==> src/hw/rtl/sssn_pkg.sv <==
package sssn_pkg;

    localparam int STRIP_SIZE_DEF      = 192;
    localparam int EDGE_HALF_WIDTH_DEF = 1;

    localparam logic [14:0] EDGE_RESET = 15'd12288;
    localparam logic [14:0] FULL_RESET = 15'd9830;
    localparam logic [15:0] ONE_Q14    = 16'd16384;

    // bias = 4096 * 245760, keeps the numerator positive for the divider
    localparam logic signed [33:0] NUM_BIAS = 34'sd1006632960;
    // floor(n / 15) = (n * RECIP15) >> 35 for any 32-bit n
    localparam logic [31:0]        RECIP15  = 32'h88888889;

    localparam logic REG_EDGE = 1'b0;
    localparam logic REG_FULL = 1'b1;

    typedef enum logic [1:0] {
        FUNC_CLEAR = 2'd0,
        FUNC_SPLAT = 2'd1,
        FUNC_MIN   = 2'd2,
        FUNC_READ  = 2'd3
    } func_t;

    typedef enum logic [1:0] {
        OFF_M1 = 2'd0,
        OFF_Z  = 2'd1,
        OFF_P1 = 2'd2
    } off_t;

    typedef enum logic [2:0] {
        C_EN1  = 3'd0,
        C_EZ   = 3'd1,
        C_EP1  = 3'd2,
        C_FN1  = 3'd3,
        C_FNZ  = 3'd4,
        C_FULL = 3'd5,
        C_FZP  = 3'd6,
        C_FP1  = 3'd7
    } coef_sel_t;

    typedef enum logic [1:0] {
        A_SPLAT = 2'd0,
        A_CNT   = 2'd1,
        A_IDX   = 2'd2
    } addr_sel_t;

    typedef struct packed {
        logic      latch_in;
        logic      prep;
        logic      div_step;
        logic      coef1;
        logic      coef2;
        logic      bounds;
        logic      i_clr;
        logic      i_lo;
        logic      i_inc;
        logic      mem_rd;
        addr_sel_t addr_sel;
        off_t      off;
        coef_sel_t coef;
        logic      mul_en;
        logic      mem_wr;
        logic      wr_fill;
        logic      min_cmp;
        logic      min_store;
        logic      out_load;
    } cmd_t;

    typedef struct packed {
        func_t func;
        logic  idx_ok;
        logic  i_lt_lr;
        logic  i1_lt_rl;
        logic  i_lt_rl;
        logic  i_lt_rr;
        logic  i_end_all;
        logic  i_end_min;
        logic  out_full;
    } status_t;

    // 16384 - round((16384 - s) * w / 32768)
    function automatic logic [15:0] side_coef(input logic [14:0] s, input logic [14:0] w);
        logic signed [16:0] d;
        logic signed [32:0] p;
        logic signed [16:0] r;
        d = 17'sd16384 - $signed({2'b00, s});
        p = 33'(d) * $signed({18'b0, w}) + 33'sd16384;
        r = 17'(p >>> 15);
        return 16'(17'sd16384 - r);
    endfunction

    // 16384 - round((16384 - s) / 2)
    function automatic logic [15:0] mid_coef(input logic [14:0] s);
        logic signed [16:0] d;
        logic signed [16:0] r;
        d = 17'sd16384 - $signed({2'b00, s});
        r = (d + 17'sd1) >>> 1;
        return 16'(17'sd16384 - r);
    endfunction

    function automatic logic [15:0] q14_round(input logic [31:0] p);
        logic [32:0] v;
        v = {1'b0, p} + 33'd8192;
        if (v[32:30] != 3'b000) begin
            return 16'hFFFF;
        end
        return v[29:14];
    endfunction

endpackage

==> src/hw/rtl/sssn_regs.sv <==
module sssn_regs (
    input  logic        aclk,
    input  logic        aresetn,
    input  logic        psel,
    input  logic        penable,
    input  logic        pwrite,
    input  logic [2:0]  paddr,
    input  logic [31:0] pwdata,
    output logic [31:0] prdata,
    output logic        pready,
    output logic [14:0] edge_f,
    output logic [14:0] full_f
);

    localparam logic REG_EDGE_SEL = sssn_pkg::REG_EDGE;

    logic [14:0] edge_reg, edge_next;
    logic [14:0] full_reg, full_next;
    logic        wr_en;

    assign pready = 1'b1;
    assign wr_en  = psel && penable && pwrite;

    always_comb begin
        edge_next = edge_reg;
        full_next = full_reg;
        if (wr_en) begin
            unique case (paddr[2])
                REG_EDGE_SEL: edge_next = pwdata[14:0];
                default:      full_next = pwdata[14:0];
            endcase
        end
    end

    always_ff @(posedge aclk) begin
        if (!aresetn) begin
            edge_reg <= sssn_pkg::EDGE_RESET;
            full_reg <= sssn_pkg::FULL_RESET;
        end else begin
            edge_reg <= edge_next;
            full_reg <= full_next;
        end
    end

    always_comb begin
        if (paddr[2] == sssn_pkg::REG_FULL) begin
            prdata = {17'b0, full_reg};
        end else begin
            prdata = {17'b0, edge_reg};
        end
    end

    assign edge_f = edge_reg;
    assign full_f = full_reg;

endmodule

==> config.mk <==
export PLATFORM = sky130hd
export DESIGN_NAME = sssn_regs
export DESIGN_NICKNAME = d
export VERILOG_FILES = /design/src/hw/rtl/sssn_pkg.sv /design/src/hw/rtl/sssn_regs.sv
export SDC_FILE = /design/constraint.sdc
export NUM_CORES = 1
export LEC_CHECK = 0
export ABC_CLOCK_PERIOD_IN_PS = 2500
export BUFFER_PORTS_ARGS = -buffer_cell sky130_fd_sc_hd__buf_4
export CORE_MARGIN = 4
export CORE_UTILIZATION = 45
export DETAILED_ROUTE_END_ITERATION = 16
export PLACE_DENSITY_LB_ADDON = 0.1
export SYNTH_ARGS = -nofsm -noshare
export SYNTH_HDL_FRONTEND = slang
export SYNTH_SLANG_ARGS = --single-unit
export TNS_END_PERCENT = 100
==> constraint.sdc <==
create_clock -name aclk -period 2.5 [get_ports aclk]
set_input_delay 0.625 -clock aclk [delete_from_list [all_inputs] [get_ports aclk]]
set_output_delay 0.625 -clock aclk [all_outputs]
set_load 0.02 [all_outputs]
# --- Yosys cells after proc, flatten, opt, wreduce, memory -nomap -nowiden ---
# Cells that the tools add are included.
op_classes:
  addsub: 0
  n_mux: 1
  shift: 0
  n_bitwise: 1
  multipliers: 0
  div: 0
  magnitude_cmp: 0
  n_eq_ne: 0
  n_reduce_logical: 4
ops:
  columns: ["cell", "n"]
  rows:
  - ["$mux W15", 1]
  - ["$reduce_and A2 Y1", 2]
  - ["$logic_and A1 B1 Y1", 2]
  - ["$not A1 Y1", 1]
totals:
  ramBits: 0
  inputBits: 40
  n_memories: 0
  output_inout_bits: 63
  word_cells: 8
  latchBits: 0
  romBits: 0
  regBits: 30

# --- Logic depth before layout (Yosys ltp) ---
# Gate-level depths: netlist of the first run.
depth:
  word_depth: 3
  depth_mapped: 5
  mapped_depth_nobuf: 2

# --- Worst setup path before layout of the first run ---
# No wires, ideal clock.
synth_path:
  path_kind: "input port to output port"
  from: "input port paddr[2]"
  to: "output port prdata[10]"
  stages: 3
  path_buffers: 2
  path_slack_ps: 537
  required_time_ps: 1875
  arrival_time_ps: 1338
  cell_sequence: "buf_6 > buf_2 > mux2_2"
synth_between:
  elab_chain_cells: 1
synth_rtl:
  columns: ["element", "line_no", "text"]
  rows:
  - ["start: declaration", "sssn_regs.sv:7", "input logic [2:0] paddr,"]
  - ["$mux W15", "sssn_regs.sv:46", "if (paddr[2] == sssn_pkg::REG_FULL) begin"]
  - ["end: declaration", "sssn_regs.sv:9", "output logic [31:0] prdata,"]
# No other way between the ends.

# --- Worst setup path in the final report of the first run ---
layout_path:
  from: "input port paddr[2]"
  to: "output port prdata[0]"
# Same word-level chain as after synthesis.

==> results.md, run 1 <==
* Run status: finished clean
* Post-route standard cell area excluding fillers at 2020 sq um
* Total of hold buffers inserted after clock tree synthesis at 0
* Switching part of the total power at 28.2%
* Routed wl met3 at 327 um
* Net count, final at 262
* Cells after Synth at 162
* Root buffer cell: clkbuf_4
* Combined area of the multi-input logic cells at 808 sq um
* Global-route wire length before repair at 5260 um
* Met2 WL at 1620 um
* Overflow after GRT at 0
* Worst setup path class: input port to primary output
* Area taken by flip-flops and latches at 601 sq um
* Share of the yosys chip area belonging to registers at 38.6%
* Max transition margin at 56.9%
* Cts repair resizes at 0
* Prevailing post-synth register cell: dfxtp_1
* Setup repair after global routing missed its margin: no
* Number of cell rows at 21
* Largest family of logic cells by synthesized area: multiplexers
* Post-DP HPWL at 2540 um
* Total internal power at 701 uW
* Combinational share of power at 18.3%
* Number of post-CTS setup repair buffers at 0
* Stage delay of the slowest cell on the critical path at 0.37 ns
* Vias at 1232
* Clock transition at path regs at 0.09 ns
* Warning count from the yosys run at 0
* Clock skew after layout at 0 ns
* Final Hold Fails at 0
* Antenna diodes at 0
* Clock network fraction of total power at 30.9%
* Cell area after technology mapping at 1550 sq um
* Final estimated routing congestion in global placement at 0.634
* Antenna Nets Post-Route at 0
* Core area at 3340 sq um
* Synth-to-layout area growth at 30.1%
* Layout filler cell count at 305
* Count of flip-flops with a built-in enable after synthesis at 0
* Worst Max-Slew Pin Slew at 0.647 ns
* Clock network latency to the later pin of the worst-skew pair at 0.32 ns
* Average wire per standard cell at 12.8 um
* Min-Delay Path Class: flop to flop
* Max-slew violations at 0
* Clock period minus worst slack at 2.04 ns
* TritonRoute pass-1 iters at 4
* TritonCTS clock tree: yes
* Pin count of the biggest net entering global routing at 53
* WP data arrival at 1.41 ns
* Most common cell after layout, fill and taps aside: buf_4
* Distinct cell type count of the synthesized netlist at 14
* Post-Synth Simple-Gate Area at 17.5%
* Area contributors post-synth: dfxtp_1, mux2i_1, mux2_2
* Critical Path Sink Type: primary output
* Clock buffers created by TritonCTS at 5
* Complex-gate fraction of the synthesized area at 0%
* Category of the worst setup path launch point: input port
* Starting density of the core at 46.6%
* #FFs+latches synth at 30
* Die height at 66.8 um
* Post-synthesis async set-or-reset flop share at 0%
* CP dominant cell by count: buf_4
* First DRT Iteration DRCs at 45
* Post-detailed-routing wire length at 3440 um
* Number of input and output port buffers inserted at 65
* Xor/xnor share of the synthesized area at 0%
* Yosys top cell area share at 38.6%
* CTS max path bufs at 2
* Maximum clock rate at 491 MHz
* Share of layout cells above drive strength 1 at 39.5%
* Sequential cell fraction of total power at 50.9%
* Die extent in x at 66.8 um
* Final critical-path share of the clock period at 81.5%
* Global-route usage over all layers at 15.9%
* Sink count of the clock tree at 30
* Number of global-route vias before repair at 1181
* Area of placed instances at 1960 sq um
* Via density at 4.58
* Die footprint at 4460 sq um
* Most frequent cells in the layout: buf_4, nand2_1, mux2i_1, dfxtp_1, conb_1
* Crit-path cells: buf_4 > mux2_2 > buf_4
* Met1 wire length at 1450 um
* Highest metal layer with signal wires: met4
* Power density over cell area at 483 nW/um^2
* Slowest cell on the critical path: mux2_2
* Ports placed on the boundary at 103
* Residual DRC count at 0
* Average cell area after synthesis at 9.59 sq um
* Highest net fanout along the worst path at 19
* Number of levels in the clock H-tree at 2
* Worst voltage drop across the vdd grid at 0.308 mV
* Post-Route Setup TNS at 0 ns
* Initial antenna violation count at 0
* Worst endpoint required time at 1.88 ns
* Area leader, netlist: dfxtp_1
* Adder-Cell Fraction of Synth Area at 0%
* Share of synthesized area spent on multiplexers at 30.2%
* Switching Power at 275 uW
* Maximum Capacitance Violations at 0
* Lkg Pwr at 0.942 nW
* # setup viols final at 0
[power by group through the flow]
stage	Sequential [mW]	Clock (mW)	Combinational [mW]
after floorplan	0.519	0	0.123
after global placement	0.507	0	0.176
after detailed placement	0.507	0	0.178
after CTS	0.496	0.312	0.179
after global routing	0.498	0.337	0.192
final	0.496	0.301	0.178
[cell usage after synthesis (2+ instances only)]
cell type,instances
nand2_1,35
dfxtp_1,30
mux2i_1,30
buf_4,19
nor2b_1,17
mux2_2,15
clkbuf_1,5
buf_6,3
buf_2,2
conb_1,2
[state kept, by name (all words and copies together), names as in the netlist]
signal	count
edge_f	15
full_f	15
[cell families (layout without fill, tap and decap cells)]
logic type	count (synthesis)	in the layout
AND/OR/NAND/NOR	56	56
multiplexers	45	45
other	2	18
buffers and inverters	29	74
flip-flops	30	30
[final timing paths]
check | cells after the start | slack (ns) | endpoint | start
setup / recovery | 3 | 0.46 | prdata[0] | paddr[2]
hold reg to reg | 2 | 0.48 | edge_f[8] | edge_f[8]
setup reg to reg | 2 | 1.84 | edge_f[0] | edge_f[0]
hold / removal | 2 | 0.48 | edge_f[8] | edge_f[8]
[per-stage QoR]
step / utilization (%) / hold WS (ns) / power [mW] / instances / setup WS [ns]
after floorplan: - / 0.542 / 0.642 / 178 / 0.537
after global placement: 58.8 / 0.456 / 0.682 / 261 / 0.465
after detailed placement: 58.8 / 0.467 / 0.686 / 261 / 0.474
after CTS: 60.6 / 0.483 / 0.988 / 269 / 0.461
after global routing: 60.6 / 0.498 / 1.03 / 269 / 0.429
final: 60.6 / 0.479 / 0.976 / 269 / 0.464
[worst max-delay path, delay by kind of cell]
family	cells	cell delay (ns)
multiplexers	1	0.37
buffers and inverters	2	0.41
[metal layers]
layer,global-route usage [%],vias to the layer above
met5,0,-
met4,5.33,0
met3,7.25,5
met2,25.9,51
met1,18.4,556
li1,-,620
[final cells by class]
cell class	count	share of cell area, %
sequential	30	29.7
multi-input combinational	119	40.0
clock buffer	7	2.72
tap	46	2.85
timing repair buffer	66	24.5
clock inverter	1	0.248
Note: power is estimated with default switching activity, not from simulation.
==> run 2, diff against run 1 <==
- ABC_CLOCK_PERIOD_IN_PS: 2500 -> 1800
- CORE_UTILIZATION: 45 -> 38
- clock period: 2.5 -> 1.8 ns (I/O delays scaled with it)
==> results.md, run 2 (same netlist as run 1, synthesis figures left out) <==
* Share of layout cells above drive strength 1 at 40.4%
* Combinational share of power at 16.1%
* Min-Delay Path Class: input port to flop
* TritonRoute pass-1 iters at 4
* Sequential cell fraction of total power at 43.9%
* Die footprint at 5180 sq um
* Core area at 3800 sq um
* Global-route usage over all layers at 14.7%
* Number of levels in the clock H-tree at 2
* Worst setup path class: input port to primary output
* Post-route standard cell area excluding fillers at 2100 sq um
* Worst endpoint required time at 1.35 ns
* Number of cell rows at 22
* Post-DP HPWL at 2740 um
* Setup repair after global routing missed its margin: no
* Cts repair resizes at 0
* Area of placed instances at 1990 sq um
* Most frequent cells in the layout: buf_4, nand2_1, mux2i_1, dfxtp_1, conb_1
* Final Hold Fails at 0
* Maximum clock rate at 586 MHz
* Layout filler cell count at 357
* Ports placed on the boundary at 103
* First DRT Iteration DRCs at 54
* Residual DRC count at 0
* Number of post-CTS setup repair buffers at 0
* Combined area of the multi-input logic cells at 808 sq um
* Critical Path Sink Type: primary output
* CTS max path bufs at 2
* Area taken by flip-flops and latches at 601 sq um
* Post-Route Setup TNS at 0 ns
* Pwr Total at 1.57 mW
* Clock skew after layout at 0 ns
* Clock buffers created by TritonCTS at 5
* Overflow after GRT at 0
* WP data arrival at 1.26 ns
* Lkg Pwr at 0.978 nW
* Worst voltage drop across the vdd grid at 0.374 mV
* Clock network latency to the later pin of the worst-skew pair at 0.28 ns
* Total of hold buffers inserted after clock tree synthesis at 0
* Average wire per standard cell at 13.9 um
* Final estimated routing congestion in global placement at 0.701
* Root buffer cell: clkbuf_8
* Post-detailed-routing wire length at 3790 um
* Clock period minus worst slack at 1.71 ns
* Maximum Capacitance Violations at 0
* Power density over cell area at 747 nW/um^2
* Starting density of the core at 40.9%
* Initial antenna violation count at 0
* Number of global-route vias before repair at 1185
* Most common cell after layout, fill and taps aside: buf_4
* Die extent in x at 72.0 um
* Synth-to-layout area growth at 35.3%
* Highest net fanout along the worst path at 19
* Total internal power at 1.17 mW
* Antenna diodes at 0
* Run status: finished clean
* Via density at 4.60
* Category of the worst setup path launch point: input port
* # setup viols final at 0
* Antenna Nets Post-Route at 0
* Max-slew violations at 0
* Net count, final at 264
* Final critical-path share of the clock period at 94.7%
* Die height at 72.0 um
* Vias at 1257
* Sink count of the clock tree at 30
* Global-route wire length before repair at 5760 um
* Clock network fraction of total power at 40.0%
* Switching part of the total power at 25.3%
* Number of input and output port buffers inserted at 65
* Pin count of the biggest net entering global routing at 53
* TritonCTS clock tree: yes
* Switching Power at 398 uW
* Clock transition at path regs at 0.06 ns
==> run 2: changes by cell type in the layout (fill, tap and decap cells not counted) <==
cell	delta
clkbuf_8	+7
clkbuf_4	-5
buf_12	+1
buf_4	+1
clkbuf_1	-1
clkinv_2	-1
==> run 2: routing by layer <==
layer	track usage [%]	wire, um	vias up
li1	-	-	618
met1	17.1	1580	583
met2	23.2	1810	51
met3	6.79	339	5
met4	6.26	60	0
met5	0	0	-
==> run 2: final timing paths <==
kind	cells after the start	to	startpoint	slack, ns
max	3	prdata[11]	paddr[2]	0.09
min	3	edge_f[6]	pwdata[6]	0.43
min reg2reg	2	edge_f[6]	edge_f[6]	0.48
max reg2reg	2	full_f[3]	full_f[3]	1.17
==> run 2: per-stage QoR <==
| step | setup WS, ns | hold slack (ns) | std cells | util [%] |
|---|---|---|---|---|
| after global placement | 0.110 | 0.456 | 265 | 52.4 |
| after global routing | 0.0625 | 0.424 | 273 | 55.3 |
| after floorplan | 0.187 | 0.542 | 178 | - |
| final | 0.0948 | 0.431 | 273 | 55.3 |
| after detailed placement | 0.0810 | 0.467 | 265 | 52.4 |
| after CTS | 0.0791 | 0.421 | 273 | 55.3 |
==> run 2: power by group through the flow <==
stage / sequential (mW) / clock, mW / combinational [mW]
finish: 0.690 / 0.628 / 0.252
global placement: 0.703 / 0 / 0.248
global route: 0.692 / 0.684 / 0.270
detailed placement: 0.705 / 0 / 0.253
floorplan: 0.721 / 0 / 0.171
CTS: 0.690 / 0.646 / 0.254
==> run 2: layout make-up <==
type | instances | share of cell area, %
clock buffer | 8 | 5.24
sequential | 30 | 28.6
multi-input combinational | 119 | 38.5
tap | 48 | 2.86
timing repair buffer | 68 | 24.9
==> run 2: critical path, cell delays in order <==
cell    delay [ns]
buf_4         0.25
mux2_2        0.38
buf_4         0.16
