===== src/hw/rtl/sssn_pkg.sv =====
package sssn_pkg;

    localparam int STRIP_SIZE_DEF      = 192;
    localparam int EDGE_HALF_WIDTH_DEF = 1;

    localparam logic [14:0] EDGE_RESET = 15'd12288;
    localparam logic [14:0] FULL_RESET = 15'd9830;
    localparam logic [15:0] ONE_Q14    = 16'd16384;

    // bias = 4096 * 245760, keeps the numerator positive for the divider
    localparam logic signed [33:0] NUM_BIAS = 34'sd1006632960;
    // floor(n / 15) = (n * RECIP15) >> 35 for any 32-bit n
    localparam logic [31:0]        RECIP15  = 32'h88888889;

    localparam logic REG_EDGE = 1'b0;
    localparam logic REG_FULL = 1'b1;

    typedef enum logic [1:0] {
        FUNC_CLEAR = 2'd0,
        FUNC_SPLAT = 2'd1,
        FUNC_MIN   = 2'd2,
        FUNC_READ  = 2'd3
    } func_t;

    typedef enum logic [1:0] {
        OFF_M1 = 2'd0,
        OFF_Z  = 2'd1,
        OFF_P1 = 2'd2
    } off_t;

    typedef enum logic [2:0] {
        C_EN1  = 3'd0,
        C_EZ   = 3'd1,
        C_EP1  = 3'd2,
        C_FN1  = 3'd3,
        C_FNZ  = 3'd4,
        C_FULL = 3'd5,
        C_FZP  = 3'd6,
        C_FP1  = 3'd7
    } coef_sel_t;

    typedef enum logic [1:0] {
        A_SPLAT = 2'd0,
        A_CNT   = 2'd1,
        A_IDX   = 2'd2
    } addr_sel_t;

    typedef struct packed {
        logic      latch_in;
        logic      prep;
        logic      div_step;
        logic      coef1;
        logic      coef2;
        logic      bounds;
        logic      i_clr;
        logic      i_lo;
        logic      i_inc;
        logic      mem_rd;
        addr_sel_t addr_sel;
        off_t      off;
        coef_sel_t coef;
        logic      mul_en;
        logic      mem_wr;
        logic      wr_fill;
        logic      min_cmp;
        logic      min_store;
        logic      out_load;
    } cmd_t;

    typedef struct packed {
        func_t func;
        logic  idx_ok;
        logic  i_lt_lr;
        logic  i1_lt_rl;
        logic  i_lt_rl;
        logic  i_lt_rr;
        logic  i_end_all;
        logic  i_end_min;
        logic  out_full;
    } status_t;

    // 16384 - round((16384 - s) * w / 32768)
    function automatic logic [15:0] side_coef(input logic [14:0] s, input logic [14:0] w);
        logic signed [16:0] d;
        logic signed [32:0] p;
        logic signed [16:0] r;
        d = 17'sd16384 - $signed({2'b00, s});
        p = 33'(d) * $signed({18'b0, w}) + 33'sd16384;
        r = 17'(p >>> 15);
        return 16'(17'sd16384 - r);
    endfunction

    // 16384 - round((16384 - s) / 2)
    function automatic logic [15:0] mid_coef(input logic [14:0] s);
        logic signed [16:0] d;
        logic signed [16:0] r;
        d = 17'sd16384 - $signed({2'b00, s});
        r = (d + 17'sd1) >>> 1;
        return 16'(17'sd16384 - r);
    endfunction

    function automatic logic [15:0] q14_round(input logic [31:0] p);
        logic [32:0] v;
        v = {1'b0, p} + 33'd8192;
        if (v[32:30] != 3'b000) begin
            return 16'hFFFF;
        end
        return v[29:14];
    endfunction

endpackage


===== src/hw/rtl/sssn_ctrl.sv =====
module sssn_ctrl (
    input  logic              aclk,
    input  logic              aresetn,
    input  logic              s_valid,
    output logic              s_ready,
    input  logic              m_ready,
    input  sssn_pkg::status_t st,
    output sssn_pkg::cmd_t    cmd
);

    typedef enum logic [15:0] {
        S_CLEAR = 16'h0001,
        S_IDLE  = 16'h0002,
        S_DISP  = 16'h0004,
        S_DIV   = 16'h0008,
        S_COEF1 = 16'h0010,
        S_COEF2 = 16'h0020,
        S_BOUND = 16'h0040,
        S_PLAN  = 16'h0080,
        S_RD    = 16'h0100,
        S_MUL   = 16'h0200,
        S_WR    = 16'h0400,
        S_MRD   = 16'h0800,
        S_MCMP  = 16'h1000,
        S_RRD   = 16'h2000,
        S_ROUT  = 16'h4000
    } state_t;

    typedef enum logic [2:0] {
        PH_A = 3'd0,
        PH_B = 3'd1,
        PH_C = 3'd2,
        PH_D = 3'd3,
        PH_E = 3'd4
    } phase_t;

    state_t     state_reg, state_next;
    phase_t     phase_reg, phase_next;
    logic [1:0] k_reg, k_next;
    logic [1:0] k_last;
    logic       run;

    // tap order of each group of the splat walk
    always_comb begin
        cmd.off  = sssn_pkg::OFF_Z;
        cmd.coef = sssn_pkg::C_FULL;
        k_last   = 2'd0;
        unique case (phase_reg)
            PH_B: begin
                k_last   = 2'd1;
                cmd.off  = (k_reg == 2'd0) ? sssn_pkg::OFF_M1 : sssn_pkg::OFF_Z;
                cmd.coef = (k_reg == 2'd0) ? sssn_pkg::C_FN1 : sssn_pkg::C_FNZ;
            end
            PH_C: begin
                k_last   = 2'd0;
            end
            PH_D: begin
                k_last   = 2'd1;
                cmd.off  = (k_reg == 2'd0) ? sssn_pkg::OFF_Z : sssn_pkg::OFF_P1;
                cmd.coef = (k_reg == 2'd0) ? sssn_pkg::C_FZP : sssn_pkg::C_FP1;
            end
            default: begin
                k_last = 2'd2;
                priority case (k_reg)
                    2'd0: begin
                        cmd.off  = sssn_pkg::OFF_M1;
                        cmd.coef = sssn_pkg::C_EN1;
                    end
                    2'd1: begin
                        cmd.off  = sssn_pkg::OFF_Z;
                        cmd.coef = sssn_pkg::C_EZ;
                    end
                    default: begin
                        cmd.off  = sssn_pkg::OFF_P1;
                        cmd.coef = sssn_pkg::C_EP1;
                    end
                endcase
            end
        endcase
    end

    always_comb begin
        unique case (phase_reg)
            PH_A:    run = st.i_lt_lr;
            PH_B:    run = st.i1_lt_rl;
            PH_C:    run = st.i1_lt_rl;
            PH_D:    run = st.i_lt_rl;
            default: run = st.i_lt_rr;
        endcase
    end

    assign s_ready = state_reg == S_IDLE;

    always_comb begin
        state_next    = state_reg;
        phase_next    = phase_reg;
        k_next        = k_reg;
        cmd.latch_in  = 1'b0;
        cmd.prep      = 1'b0;
        cmd.div_step  = 1'b0;
        cmd.coef1     = 1'b0;
        cmd.coef2     = 1'b0;
        cmd.bounds    = 1'b0;
        cmd.i_clr     = 1'b0;
        cmd.i_lo      = 1'b0;
        cmd.i_inc     = 1'b0;
        cmd.mem_rd    = 1'b0;
        cmd.addr_sel  = sssn_pkg::A_CNT;
        cmd.mul_en    = 1'b0;
        cmd.mem_wr    = 1'b0;
        cmd.wr_fill   = 1'b0;
        cmd.min_cmp   = 1'b0;
        cmd.min_store = 1'b0;
        cmd.out_load  = 1'b0;
        unique case (state_reg)
            S_CLEAR: begin
                cmd.mem_wr  = 1'b1;
                cmd.wr_fill = 1'b1;
                if (st.i_end_all) begin
                    state_next = S_IDLE;
                end else begin
                    cmd.i_inc = 1'b1;
                end
            end
            S_IDLE: begin
                if (s_valid) begin
                    cmd.latch_in = 1'b1;
                    state_next   = S_DISP;
                end
            end
            S_DISP: begin
                unique case (st.func)
                    sssn_pkg::FUNC_CLEAR: begin
                        cmd.i_clr  = 1'b1;
                        state_next = S_CLEAR;
                    end
                    sssn_pkg::FUNC_SPLAT: begin
                        cmd.prep   = 1'b1;
                        state_next = S_DIV;
                    end
                    sssn_pkg::FUNC_MIN: begin
                        cmd.i_lo   = 1'b1;
                        state_next = S_MRD;
                    end
                    default: begin
                        state_next = st.idx_ok ? S_RRD : S_IDLE;
                    end
                endcase
            end
            S_DIV: begin
                cmd.div_step = 1'b1;
                state_next   = S_COEF1;
            end
            S_COEF1: begin
                cmd.coef1  = 1'b1;
                state_next = S_COEF2;
            end
            S_COEF2: begin
                cmd.coef2  = 1'b1;
                state_next = S_BOUND;
            end
            S_BOUND: begin
                cmd.bounds = 1'b1;
                phase_next = PH_A;
                state_next = S_PLAN;
            end
            S_PLAN: begin
                if (run) begin
                    k_next     = 2'd0;
                    state_next = S_RD;
                end else begin
                    unique case (phase_reg)
                        PH_A:    phase_next = PH_B;
                        PH_B:    phase_next = PH_C;
                        PH_C:    phase_next = PH_D;
                        PH_D:    phase_next = PH_E;
                        default: state_next = S_IDLE;
                    endcase
                end
            end
            S_RD: begin
                cmd.mem_rd   = 1'b1;
                cmd.addr_sel = sssn_pkg::A_SPLAT;
                state_next   = S_MUL;
            end
            S_MUL: begin
                cmd.mul_en = 1'b1;
                state_next = S_WR;
            end
            S_WR: begin
                cmd.mem_wr   = 1'b1;
                cmd.addr_sel = sssn_pkg::A_SPLAT;
                if (k_reg == k_last) begin
                    cmd.i_inc  = 1'b1;
                    state_next = S_PLAN;
                    unique case (phase_reg)
                        PH_B:    phase_next = PH_C;
                        PH_D:    phase_next = PH_E;
                        default: phase_next = phase_reg;
                    endcase
                end else begin
                    k_next     = k_reg + 2'd1;
                    state_next = S_RD;
                end
            end
            S_MRD: begin
                cmd.mem_rd = 1'b1;
                state_next = S_MCMP;
            end
            S_MCMP: begin
                cmd.min_cmp = 1'b1;
                if (st.i_end_min) begin
                    cmd.min_store = 1'b1;
                    state_next    = S_IDLE;
                end else begin
                    cmd.i_inc  = 1'b1;
                    state_next = S_MRD;
                end
            end
            S_RRD: begin
                cmd.mem_rd   = 1'b1;
                cmd.addr_sel = sssn_pkg::A_IDX;
                state_next   = S_ROUT;
            end
            default: begin
                if (!st.out_full || m_ready) begin
                    cmd.out_load = 1'b1;
                    state_next   = S_IDLE;
                end
            end
        endcase
    end

    always_ff @(posedge aclk) begin
        if (!aresetn) begin
            state_reg <= S_CLEAR;
            phase_reg <= PH_A;
            k_reg     <= 2'd0;
        end else begin
            state_reg <= state_next;
            phase_reg <= phase_next;
            k_reg     <= k_next;
        end
    end

`ifndef NO_ASSERTIONS
    a_wr_next: assert property (@(posedge aclk) disable iff (!aresetn)
        (state_reg == S_WR) |=> (state_reg == S_PLAN || state_reg == S_RD))
        else $error("splat write not followed by plan or read");
    a_out_free: assert property (@(posedge aclk) disable iff (!aresetn)
        cmd.out_load |-> (!st.out_full || m_ready))
        else $error("output register overwritten");
    a_div_end: assert property (@(posedge aclk) disable iff (!aresetn)
        (state_reg == S_DIV) |=> (state_reg == S_COEF1))
        else $error("divider did not hand over");
`endif

endmodule


===== config.mk =====
export PLATFORM = sky130hd
export DESIGN_NAME = sssn_ctrl
export DESIGN_NICKNAME = d
export VERILOG_FILES = /design/src/hw/rtl/sssn_pkg.sv /design/src/hw/rtl/sssn_ctrl.sv
export SDC_FILE = /design/constraint.sdc
export NUM_CORES = 1
export LEC_CHECK = 0
export ABC_AREA = 1
export BUFFER_PORTS_ARGS = -buffer_cell sky130_fd_sc_hd__buf_2
export CAP_MARGIN = 20
export CORE_ASPECT_RATIO = 0.8
export CORE_UTILIZATION = 48
export CTS_CLUSTER_DIAMETER = 40
export DETAILED_ROUTE_END_ITERATION = 12
export PLACE_DENSITY = 0.82
export SYNTH_ARGS = -nofsm -noshare
export SYNTH_HDL_FRONTEND = slang
export SYNTH_SLANG_ARGS = --single-unit

===== constraint.sdc =====
create_clock -name aclk -period 1.5 [get_ports aclk]
set_input_delay 0.15 -clock aclk [delete_from_list [all_inputs] [get_ports aclk]]
set_output_delay 0.15 -clock aclk [all_outputs]
set_load 0.01 [all_outputs]

==> results of run 1 <==
-- synth_stat cells --
library cell | instances | area [sq um]
nand2_1 | 71 | 266.5
nor2_4 | 1 | 11.26
xor2_1 | 1 | 8.760
nor3_1 | 3 | 15.01
nand3b_1 | 2 | 15.01
a31oi_1 | 1 | 6.260
buf_6 | 1 | 11.26
ha_1 | 3 | 37.54
nand3_1 | 17 | 85.08
dfxtp_1 | 20 | 400.4
nor2_8 | 1 | 20.02
nand4_1 | 5 | 31.28
o2111ai_1 | 1 | 8.760
inv_1 | 37 | 138.9
o21ai_0 | 11 | 55.05
nor2_2 | 1 | 6.260
a21oi_1 | 17 | 85.08
nand2_2 | 10 | 62.56
nor4_1 | 1 | 6.260
nor3b_1 | 1 | 7.510
nand2_4 | 1 | 11.26
clkbuf_1 | 1 | 3.750
nand3_2 | 1 | 10.01
nor2_1 | 56 | 210.2
inv_2 | 4 | 15.01
-- per-stage QoR --
| stage | instance area (sq um) | hold WS (ns) | utilization |
|---|---|---|---|
| detailed placement | 2140 | 0.4298 | 0.7396 |
| CTS | 2715 | 0.1703 | 0.9386 |
| floorplan | 1569 | 0.2374 | - |
| global placement | 2140 | 0.4285 | 0.7396 |
-- logic make-up after synthesis --
group / share of synthesized area
and+or+nand+nor: 0.4959
buffers and inverters: 0.1105
AOI/OAI and AO/OA: 0.1015
DFF: 0.2619
adders and majority gates: 0.02455
xor gates and xnor gates: 0.005729
-- what timing repair did --
item	CTS
gates cloned	1
pin swaps	22
gates resized for setup	126
buffers inserted	16
endpoints found under the setup margin	44
==> results by group, run 1 <==
Clocking
  • Root Buffer: clkbuf_8
  • Hold Buf Count CTS: 0
  • H-Tree Depth: 1
  • Clock Tree Buf Depth: 2
  • Num CTS Buffers: 3
  • # clock sinks: 20

Status
  • Status: did not finish
  • First error: [ERROR DPL-0038] Utilization greater than 100%, impossible to legalize
  • Stop stage: 5_1_grt

GRT
  • Largest net degree at the start of global routing: 16

Logic synthesis
  • Syn Inst Count: 268
  • Post-synth design cell area: 1529 sq um
  • Number of synthesized register bits: 20
  • Syn_nets: 285
  • YS warnings: 0
  • Unique masters post-synth: 25
  • Synthesized area per cell: 5.705 sq um
  • Sequential fraction of the synthesis area: 0.2619

Place
  • Post-place setup slack: -0.2366 ns
  • Dpl hpwl: 3.642 mm
  • GP Congestion: 0.9128
  • IO Port Bufs: 37
  • Placed cells: 388

Floorplan
  • Ports: 38
  • Initial cell density of the core: 0.5285
  • Die height: 52.48 um
  • Row cnt: 17
  • Die width: 65.10 um

Timing
  • Worst_ep grt: cmd[0]
  • Worst endpoint type: top-level output
==> inputs of run 2 (changes only) <==
--- a/config.mk
+++ b/config.mk
@@ -8,11 +8,9 @@
 export ABC_AREA = 1
 export BUFFER_PORTS_ARGS = -buffer_cell sky130_fd_sc_hd__buf_2
 export CAP_MARGIN = 20
-export CORE_ASPECT_RATIO = 0.8
-export CORE_UTILIZATION = 48
-export CTS_CLUSTER_DIAMETER = 40
+export CORE_UTILIZATION = 40
 export DETAILED_ROUTE_END_ITERATION = 12
-export PLACE_DENSITY = 0.82
+export PLACE_DENSITY_LB_ADDON = 0.15
 export SYNTH_ARGS = -nofsm -noshare
 export SYNTH_HDL_FRONTEND = slang
 export SYNTH_SLANG_ARGS = --single-unit
==> constraint.sdc (replaced) <==
create_clock -name aclk -period 1.95 [get_ports aclk]
set_input_delay 0.195 -clock aclk [delete_from_list [all_inputs] [get_ports aclk]]
set_output_delay 0.195 -clock aclk [all_outputs]
set_load 0.01 [all_outputs]
==> results by group, run 2 <==
Status
  • Status: finished, final reports clean

GRT
  • Largest net degree at the start of global routing: 16
  • Wire length of the first global-routing pass: 6.775 mm
  • GR Overflow Total: 0
  • Number of global-route vias before repair: 1,527
  • Total track usage: 0.2093
  • Initial antenna violation count: 0

Final layout
  • Max FFs per register: 15
  • Layout cells sized above 1: 0.3238
  • Layout Cell Area excl Fill: 2033 sq um
  • Most frequent cells in the layout: 64 x nand2_1, 46 x nor2_1, 37 x inv_1, 37 x buf_2
  • Most common cell after layout, fill and taps aside: nand2_1
  • Final Net Count: 333
  • Fin cells: 363
  • Area growth, synth to finish: 32.98%
  • Antenna cells: 0
  • # fillers: 398

Critical path
  • Arrival time at the worst endpoint: 1.68 ns
  • CP endpoint kind: output port
  • R2r setup slk: 0.12 ns
  • CP required: 1.75 ns
  • Crit path max fanout: 8
  • Crit Path Category: flip-flop to output port
  • Crit path launch type: flip-flop

Detailed routing
  • DRC Markers: 0
  • Via/cell ratio: 4.906
  • Initial DRC count: 69
  • Final WL: 4.316 mm
  • Avg WL per Cell: 11.89 um
  • Routed Antenna Nets: 0
  • Vias: 1,781
  • DRT Pass-1 Iters: 4

Timing
  • Final worst path period share: 0.9638
  • Fmax achieved: 532.1 MHz
  • Setup-failing EPs final: 0
  • Final clock skew: 0.001625 ns
  • Tmin final: 1.879 ns
  • Relative slew slack: 0.6894
  • Fin. max-slew vios: 0
  • Final hold violations: 0
  • Setup WS post-layout: 0.07060 ns
  • Tightest Pin Transition: 0.4654 ns
  • Hold_ws: 0.2075 ns
  • RSZ-0062 raised after global routing: yes

Clocking
  • Hold Buf Count CTS: 0
  • CTS tree: yes
  • Num CTS Buffers: 3
  • Worst skew pair latency: 0.26 ns
  • # clock sinks: 20
  • H-Tree Depth: 1
  • Clock Tree Buf Depth: 2
  • Clock transition at path regs: 0.08 ns
  • Root Buffer: clkbuf_8

Pwr
  • PD cells: 507.6 nW/um^2
  • Leak Pwr: 1.127 nW
  • Peak supply drop: 340.5 uV

Logic synthesis
  • Top cell type's share of synthesized area: 0.2619
  • Syn Inst Count: 268
  • Top-count cell post-synth: nand2_1
  • Post-synth design cell area: 1529 sq um
  • Synth area leader: dfxtp_1
  • Synth top area cells: dfxtp_1 26%, nand2_1 17%, nor2_1 14%
  • Fraction of registers with async set/reset: 0
  • Most used DFF post-synth: dfxtp_1
  • Top post-synthesis cells by count: 71 x nand2_1, 56 x nor2_1, 37 x inv_1
  • Syn_nets: 285
  • Unique masters post-synth: 25
  • YS warnings: 0
  • Number of synthesized register bits: 20
  • Post-synth EDFFs: 0
  • Sequential fraction of the synthesis area: 0.2619
  • Synthesized area per cell: 5.705 sq um

Floorplan
  • Die area: 4074 sq um
  • Die width: 63.83 um
  • Row cnt: 22
  • Die height: 63.83 um
  • Area of the core: 3661 sq um
  • Initial cell density of the core: 0.4176
  • Ports: 38

Place
  • DP Area: 1774 sq um
  • GP Congestion: 0.9385
  • Post-place setup slack: 0.1283 ns
  • Placed cells: 353
  • Dpl hpwl: 3.183 mm
  • IO Port Bufs: 37

Job
  • Max-Cap Viols: 0

Worst hold path
  • Hold Crit Class: input pin to flip-flop
[run 2: cell counts after synthesis]
No cell type changed its count.
[run 2: timing repair]
action / in CTS / in global routing
resized for setup: 8 / 42
setup buffers: 2 / 3
pin swaps: 2 / 11
gates cloned: 0 / 1
setup endpoints to repair: 2 / 20
[run 2: layout make-up]
| cell class | instances | area [sq um] | area share |
|---|---|---|---|
| Inverter | 41 | 153.9 | 0.07569 |
| Sequential cell | 20 | 422.9 | 0.2080 |
| Tap cell | 48 | 60.06 | 0.02954 |
| Timing Repair Buffer | 44 | 241.5 | 0.1188 |
| Multi-Input combinational cell | 206 | 1100 | 0.5409 |
| Clock buffer | 4 | 55.05 | 0.02708 |
[run 2: logic make-up after synthesis]
logic type | after synthesis | synth area share
flip-flops | 20 | 0.2619
buffers and inverters | 43 | 0.1105
XOR/XNOR | 1 | 0.005729
adder cells (fa/ha/maj) | 3 | 0.02455
AND/OR/NAND/NOR | 171 | 0.4959
AO/OA/AOI/OAI | 30 | 0.1015
[run 2: worst paths after layout]
kind | cells after the start | to | startpoint
max | 9 | cmd[0] | state_reg[14]
min | 2 | state_reg[0] | aresetn
max reg2reg | 11 | state_reg[11] | state_reg[5]
min reg2reg | 2 | state_reg[14] | state_reg[14]
[run 2: critical path, cell delays in order (launching register included)]
cell and delay, ns:
dfxtp_2 0.33, inv_1 0.13, nand3_4 0.14, nor2_1 0.25
nand2_4 0.13, nand2_1 0.12, a21oi_2 0.05, nand3b_1 0.10
nor4_2 0.04, buf_2 0.14
[run 2: per-stage QoR]
stage,utilization,total power [W],TNS [ns]
floorplan,-,0.0005767,0
global placement,0.4846,0.0006406,0
detailed placement,0.4846,0.0006394,0
CTS,0.5085,0.0009770,0
global route,0.5554,0.001074,-0.06524
finish,0.5554,0.001032,0
[run 2: layer usage]
layer  routed length (um)  track usage  part of all wire  vias up
li1                     -            -                 -      939
met1                 2060       0.2826              0.48      789
met2                 1980       0.3324              0.46       47
met3                  212      0.03036             0.049        6
met4                   63      0.08239             0.015        0
met5                    0            0                 0        -
[run 2: report_power, final]
part / switching, W / internal, W
Clock: 0.000150 / 0.000180
Combinational: 0.000175 / 0.0000999
Sequential: 0.0000108 / 0.000416
Note: power is estimated with default switching activity, not from simulation.
